<file path="config.mk">
export PLATFORM = sky130hd
export DESIGN_NAME = crc32_byte_stream
export DESIGN_NICKNAME = d
export VERILOG_FILES = /design/src/hw/rtl/crc32bs_pkg.sv /design/src/hw/rtl/crc32bs_fold.sv /design/src/hw/rtl/crc32_byte_stream.sv
export SDC_FILE = /design/constraint.sdc
export NUM_CORES = 1
export LEC_CHECK = 0
export BUFFER_PORTS_ARGS = -buffer_cell sky130_fd_sc_hd__buf_2
export CORE_ASPECT_RATIO = 1.5
export CORE_MARGIN = 10
export CORE_UTILIZATION = 60
export DETAILED_ROUTE_END_ITERATION = 16
export GPL_TIMING_DRIVEN = 0
export PLACE_DENSITY = 0.81
export SLEW_MARGIN = 40
export SYNTH_ARGS = -nofsm -noshare
export SYNTH_HDL_FRONTEND = slang
export SYNTH_HIERARCHICAL = 1
export SYNTH_SLANG_ARGS = --single-unit
</file>
<file path="constraint.sdc">
create_clock -name clk -period 4.5 [get_ports clk]
set_clock_uncertainty 0.2 [all_clocks]
set_input_delay 0.675 -clock clk [delete_from_list [all_inputs] [get_ports clk]]
set_output_delay 0.675 -clock clk [all_outputs]
set_load 0.01 [all_outputs]
</file>
<file path="src/hw/rtl/crc32bs_pkg.sv">
// Package for the CRC-32 byte stream block: field widths and the polynomial.
// No dependencies; the fold unit and the top level import it.
package crc32bs_pkg;

	localparam int CRC_W  = 32;
	localparam int BYTE_W = 8;

	// Reflected form of the IEEE 802.3 generator polynomial.
	localparam logic [CRC_W-1:0] CRC_POLY = 32'hEDB8_8320;

	typedef logic [CRC_W-1:0]  crc_t;
	typedef logic [BYTE_W-1:0] byte_t;

	// One accepted word as it sits in the input stage.
	typedef struct packed {
		byte_t data;
		logic  first;
		logic  last;
	} word_t;

endpackage

</file>
<file path="src/hw/rtl/crc32bs_fold.sv">
// Combinational fold of one byte into a reflected CRC-32 register value.
// Depends on crc32bs_pkg for the widths and the polynomial.
module crc32bs_fold
	import crc32bs_pkg::*;
(
	input  crc_t  crc_in,
	input  byte_t data_in,
	output crc_t  crc_out
);

	always_comb begin
		crc_t acc;
		acc = crc_in ^ {{(CRC_W-BYTE_W){1'b0}}, data_in};
		// Eight bit steps, least significant bit first.
		for (int k = 0; k < BYTE_W; k++) begin
			if (acc[0]) begin
				acc = (acc >> 1) ^ CRC_POLY;
			end else begin
				acc = acc >> 1;
			end
		end
		crc_out = acc;
	end

endmodule

</file>
<file path="src/hw/rtl/crc32_byte_stream.sv">
// Top level of the CRC-32 byte stream block: input stage, CRC register, result register.
// Depends on crc32bs_pkg and instantiates crc32bs_fold.
//
// This block computes a reflected CRC-32 (polynomial 0xEDB88320) over messages
// that arrive one byte per word on the input channel. The CRC register starts at
// zero for each message, not all ones, and no final complement is applied, so
// software that expects the common Ethernet/zip value must adapt both ends. A word
// with first_byte set restarts the register from zero before its byte is folded
// in; a word with last_byte set ends the message, and its CRC is sent as one word
// on the output channel, after which the register returns to zero. A byte without
// the first mark keeps folding into the current value, which is zero after reset
// or after a last byte. An empty message has CRC 0 and is not represented here.
// Throughput is one byte per clock cycle, except while a last byte waits for the
// output register as described below. Each accepted word is first captured in an
// input stage register; from there its byte is folded into the CRC register by an
// eight-step shift/xor network, and for a last byte the result is written into
// the output register. That fold network between the input stage and the CRC
// register is the only logic in the loop and sets the clock limit.
// The input side keeps accepting words while a result waits in the output
// register; only a last byte that finds the output register still occupied holds
// the input stage, and then the input channel stalls until the result is taken.
module crc32_byte_stream
	import crc32bs_pkg::*;
(
	input  logic  clk,
	input  logic  arst_n,

	input  logic  in_valid,
	output logic  in_ready,
	input  byte_t data_byte,
	input  logic  first_byte,
	input  logic  last_byte,

	output logic  out_valid,
	input  logic  out_ready,
	output crc_t  crc_value
);

	// Input stage.
	logic  valid_s1;
	word_t word_s1;

	// Running CRC and the result register.
	crc_t crc_q;
	logic out_valid_q;
	crc_t result_q;

	crc_t fold_in;
	crc_t fold_out;
	logic advance;
	logic in_fire;

	// The stage moves on unless it holds a last byte and the result slot is busy.
	assign advance  = valid_s1 && (!word_s1.last || !out_valid_q || out_ready);
	assign in_ready = !valid_s1 || advance;
	assign in_fire  = in_valid && in_ready;

	// A first byte folds into zero instead of the running value.
	assign fold_in = word_s1.first ? '0 : crc_q;

	crc32bs_fold u_fold (
		.crc_in  (fold_in),
		.data_in (word_s1.data),
		.crc_out (fold_out)
	);

	always_ff @(posedge clk or negedge arst_n) begin
		if (!arst_n) begin
			valid_s1 <= 1'b0;
		end else if (in_ready) begin
			valid_s1 <= in_valid;
		end
	end

	always_ff @(posedge clk) begin
		if (in_fire) begin
			word_s1 <= '{data: data_byte, first: first_byte, last: last_byte};
		end
	end

	// The running value clears after a last byte so the next message starts at zero.
	always_ff @(posedge clk or negedge arst_n) begin
		if (!arst_n) begin
			crc_q <= '0;
		end else if (advance) begin
			crc_q <= word_s1.last ? '0 : fold_out;
		end
	end

	always_ff @(posedge clk or negedge arst_n) begin
		if (!arst_n) begin
			out_valid_q <= 1'b0;
		end else if (advance && word_s1.last) begin
			out_valid_q <= 1'b1;
		end else if (out_ready) begin
			out_valid_q <= 1'b0;
		end
	end

	always_ff @(posedge clk) begin
		if (advance && word_s1.last) begin
			result_q <= fold_out;
		end
	end

	assign out_valid = out_valid_q;
	assign crc_value = result_q;

`ifndef SYNTHESIS
	// A word held in the input stage is never dropped while it waits.
	a_stage_holds: assert property (@(posedge clk) disable iff (!arst_n)
		valid_s1 && !advance |=> valid_s1 && $stable(word_s1))
		else $error("input stage lost a waiting word");

	// Finishing a message leaves the running CRC at zero.
	a_crc_cleared: assert property (@(posedge clk) disable iff (!arst_n)
		advance && word_s1.last |=> crc_q == '0)
		else $error("CRC register not cleared after a last byte");

	// A new result only appears right after a last byte left the input stage.
	a_result_source: assert property (@(posedge clk) disable iff (!arst_n)
		$rose(out_valid_q) |-> $past(advance && word_s1.last))
		else $error("result produced without a last byte");

	// A last byte never overwrites a result that has not been taken.
	a_no_overwrite: assert property (@(posedge clk) disable iff (!arst_n)
		advance && word_s1.last |-> !out_valid_q || out_ready)
		else $error("pending result overwritten");
`endif

endmodule
</file>
Word level (Yosys, flattened, before mapping)

Cells that the tools add are included.

Mux-type cells: 12
Bitwise logic cells: 9
Reductions and logical operators: 10

Operators by type and width:

| operator                     | number |
|---|---|
| 2-to-1 mux 32 bit            | 10 |
| inverter 13 -> 14 bit        | 8 |
| bitwise XOR 32 x 8 -> 32 bit | 1 |
| logical AND 1 bit            | 3 |
| zero test 1 bit              | 3 |
| logical OR 1 bit             | 3 |
| 2-to-1 mux 1 bit             | 2 |
| nonzero test 2 bit           | 1 |

Register bits after elaboration: 76
Input port bits: 14
Word-level logic and storage cells: 38

Longest topological paths before layout

Depth after elaboration: 19
Mapped depth: 8
Gate-level depth less buffers: 7

Modules after synthesis

Netlist, hierarchy kept.

Modules (own cells, without submodules):

| module            | times used | cells an instance | area an instance (µm²) |
|---|---|---|---|
| crc32_byte_stream | 1          | 268               | 3,402.0 |
| crc32bs_fold      | 1          | 64                | 954.7 |

Least setup slack after synthesis

OpenSTA, ideal clock, no wires.

Kind: input to register
Start: in out_ready
End: reg result_q[0], in the netlist crc_value[0] (enable)
Library setup time: 0.421 ns
Arrival: 2.087 ns
Path slack: 1.792 ns
Cell stages on the path: 2
Cells stage by stage: nor2b_1 nor2_1

Longest elaborated chain between the ends: 3

Ends and longest elaborated chain:

| item                 | line                     | text |
|---|---|---|
| start, declared      | crc32_byte_stream.sv:35  | `input logic out_ready,` |
| logical OR 1 bit     | crc32_byte_stream.sv:54  | `assign advance = valid_s1 && (!word_s1.last \|\| !out_valid_q \|\| out_ready);` |
| logical AND 1 bit    | crc32_byte_stream.sv:54  |  |
| logical AND 1 bit    | crc32_byte_stream.sv:101 | `if (advance && word_s1.last) begin` |
| end signal, assigned | crc32_byte_stream.sv:102 | `result_q <= fold_out;` |
| end, declared        | crc32_byte_stream.sv:46  | `crc_t result_q;` |

Every way passes these cells.
A chain may end at the register's enable or synchronous reset.

Worst setup path after layout

Start: reg word_s1[1] (netlist name)
End: reg crc_q[17]

RTL lines:

| item                               | line                    | text |
|---|---|---|
| start, declared                    | crc32_byte_stream.sv:41 | `word_t word_s1;` |
| start signal, assigned             | crc32_byte_stream.sv:77 | `word_s1 <= '{data: data_byte, first: first_byte, last: last_byte};` |
| 2-to-1 mux 32 bit (*)              | crc32_byte_stream.sv:59 | `assign fold_in = word_s1.first ? '0 : crc_q;` |
| named net fold_in[3]               | crc32_byte_stream.sv:48 | `crc_t fold_in;` |
| bitwise XOR 32 x 8 -> 32 bit (*)   | crc32bs_fold.sv:13      | `acc = crc_in ^ {{(CRC_W-BYTE_W){1'b0}}, data_in};` |
| 2-to-1 mux 32 bit (*) (4 in a row) | crc32bs_fold.sv:16      | `if (acc[0]) begin` |
| inverter 13 -> 14 bit (no line)    | -                       |  |
| 2-to-1 mux 32 bit (*)              | crc32bs_fold.sv:16      |  |
| inverter 13 -> 14 bit (no line)    | -                       |  |
| 2-to-1 mux 32 bit (*) (3 in a row) | crc32bs_fold.sv:16      |  |
| named net fold_out[17]             | crc32_byte_stream.sv:49 | `crc_t fold_out;` |
| 2-to-1 mux 32 bit (*)              | crc32_byte_stream.sv:86 | `crc_q <= word_s1.last ? '0 : fold_out;` |
| end signal, assigned               | crc32_byte_stream.sv:86 |  |
| end, declared                      | crc32_byte_stream.sv:44 | `crc_t crc_q;` |

Mark *: on every way through the listed nets, which the timed path passes. The rest lies on a longest branch.

==> flow_metrics.py <==
metrics = {
    "run_status": {
        "status": "complete, no violations",
    },
    "critical_path": {
        "critical_path_class": "reg -> reg",
        "cp_num_cells": 7,
        "cp_num_buf_inv": 1,
        "cp_cell_sequence": "buf_2, nor2b_1, xnor2_4, xnor3_2, xor3_1, nand3b_1, nand3_1",
        "worst_setup_path_end_kind": "flop",
        "worstPathRequired_ns": 4.55,
        "crit_fanout": 10,
        "cpMaxStageDelayCell": "xnor3_2",
        "start_kind": "flop",
        "crit_arrival_ns": 2.83,
        "cp_top_family": "XOR/XNOR gates",
        "max_stage_delay_ns": 0.55,
        "reg2regPathDepth": 7,
    },
    "synth": {
        "ys_types": 24,
        "synth_top_family_by_area": "simple AND/OR/NAND/NOR gates",
        "netlist_area_um2": 4360,
        "muxShareOfSynthArea_pct": 0,
        "ys_seq_area_share_pct": 48.5,
        "synth_common_cells": "edfxtp_1 (42), dfrtp_1 (34), nand2b_1 (33), nand3_1 (33), nor2b_1 (33)",
        "ys.flop_type": "edfxtp_1",
        "synth_top_area_share_pct": 28.9,
        "synth_compound_area_share_pct": 0.345,
        "synthesis.area_per_instance_um2": 13.1,
        "synth_edf_count": 42,
        "synth_simple_gate_area_share_pct": 25.5,
        "synth_xor_area_share_pct": 21.8,
        "syn_nets": 346,
        "yosysWarnings": 6,
        "synth-async-reset-ratio_pct": 44.7,
        "synthAdderAreaFrac_pct": 0,
        "yosys.cell_count.top_type": "edfxtp_1",
        "synth_seq_cells": 76,
        "synth_area_leaders": "edfxtp_1 (29%), dfrtp_1 (20%), nand4b_1 (6.4%)",
        "syn_inst": 332,
        "yosysTopAreaCell": "edfxtp_1",
    },
    "placement": {
        "gp_congestion": 0.865,
        "hpwlAfterDp_mm": 7.26,
        "port-buffer-count": 47,
    },
    "cts": {
        "clock-sinks": 76,
        "htreeDepth": 3,
        "cts_made_buffers": 9,
        "ctsResizeCount": 0,
        "holdBufCountCts": 0,
        "cts_tree": "yes",
        "clkLatencyLatePin_ns": 0.36,
        "cts_root_buffer": "clkbuf_8",
        "clkSlewWorstSetupHoldPaths_ns": 0.08,
        "clockBufferDepth": 2,
        "cts_setup_buffers": 0,
    },
    "floorplanning": {
        "ios": 48,
        "die_w_um": 89.6,
        "die-area_um2": 11100,
        "core_um2": 7130,
        "num_rows": 38,
        "die_y_um": 124,
        "start_util_pct": 61.1,
    },
    "sta": {
        "hold_viol": 0,
        "maxSlewHeadroom_pct": 56.1,
        "drv_slew": 0,
        "hold-worst-slack_ns": 0.0589,
        "fmaxAchievable_mhz": 359,
        "fin_crit_ns": 2.79,
        "rsz0062_at_grt": "no",
        "setup_tns_ns": 0,
        "worst_slew_pin_slew_ns": 0.656,
        "setup_viol": 0,
        "fin_crit_sh_pct": 61.9,
    },
    "global_route": {
        "grt_pass1_vias": 3028,
        "grt_max_degree": 23,
        "grt_pass1_wl_mm": 16.0,
        "overflow": 0,
        "grt_use_total_pct": 18.9,
        "antenna_found_initial": 0,
    },
    "detailed_routing": {
        "route.vias.total": 2877,
        "wl_per_cell_um": 20.9,
        "firstDrtPassIters": 5,
        "drtIter0Drc": 327,
        "wl_mm": 9.96,
        "drc": 0,
        "ant_nets": 0,
        "via_per_inst": 6.03,
    },
    "power": {
        "p_leak_nw": 2.10,
        "worst_ir_drop_vdd_v": 0.000351,
        "power_mw": 3.28,
        "p_per_area_nw_per_um2": 659,
    },
    "layout": {
        "area_growth_syn_to_layout_pct": 14.2,
        "insertedDiodeCount": 0,
        "utilization_pct": 69.7,
        "fin_nets": 406,
        "drive_above_1_share_pct": 25.2,
    },
    "run": {
        "cap_violations": 0,
    },
    "worst_hold_path": {
        "hold_class": "in -> async",
    },
}
registers in the layout, indices dropped and copies added, names as in the netlist:
register and count:
word_s1 10, out_valid 1, crc_q 32, crc_value 32
valid_s1 1
power breakdown:
| group | leakage, nW | internal (mW) | switching [mW] |
|---|---|---|---|
| logic | 1.15 | 0.741 | 0.781 |
| registers | 0.830 | 1.06 | 0.110 |
| clock network | 0.120 | 0.337 | 0.250 |
metal layers:
metal	part of all wire, %	up-vias	routed length (µm)	GRT usage (%)
met5	0	-	0	0
met4	5.1	0	507	10.1
met3	5.2	42	519	4.97
met2	51	129	5110	30.6
met1	38	1407	3820	21.9
li1	-	1299	-	-
worst reg2reg max path, cell delays in order (launching register included):
cell and delay (ns):
edfxtp_1 0.49, buf_2 0.24, nor2b_1 0.31, xnor2_4 0.26
xnor3_2 0.56, xor3_1 0.43, nand3b_1 0.11, nand3_1 0.07
through the flow:
stage	instances	setup slack [ns]	area (µm²)
2_1_floorplan	332	1.79	4360
3_3_place_gp	459	1.05	4690
3_5_place_dp	461	1.75	4740
4_1_cts	477	1.74	4970
5_1_grt	477	1.61	4970
6_report	477	1.71	4970
placed cells by master (no fill, tap or decap), types with 8 or more instances in the layout:
cell / count
buf_2: 56
edfxtp_1: 42
dfrtp_1: 34
nor2b_1: 33
nand3_1: 33
nand2b_1: 33
nand4b_1: 32
nand3b_1: 32
xnor2_1: 26
xnor3_1: 11
clkbuf_8: 10
xnor2_2: 8
path summary, 6_finish.rpt:
check                                  start    endpoint  slack (ns)
worst max-delay path              word_s1[1]   crc_q[17]        1.71
worst min-delay path                  arst_n   crc_q[15]        0.06
worst max register to register    word_s1[1]   crc_q[17]        1.71
worst min register to register      crc_q[6]    crc_q[6]        0.31
max in group asynchronous             arst_n   crc_q[28]        3.58
min in group clk                data_byte[5]  word_s1[7]        0.28
cell type report:
cell class,count,area (µm²)
clock inverter,3,40.0
timing repair buffer,49,278
multi-input combinational,231,2080
tap,80,100
inverter,1,3.75
sequential,76,2110
buffer,24,165
clock buffer,13,191
fill,507,2160
cell families (layout without fill, tap and decap cells):
kind of cell,count (synthesis),after routing
AO/OA/AOI/OAI,2,2
XOR/XNOR,63,63
buffers and inverters,25,90
flip-flops,76,76
AND/OR/NAND/NOR,166,166
Note: power is estimated with default switching activity, not from simulation.
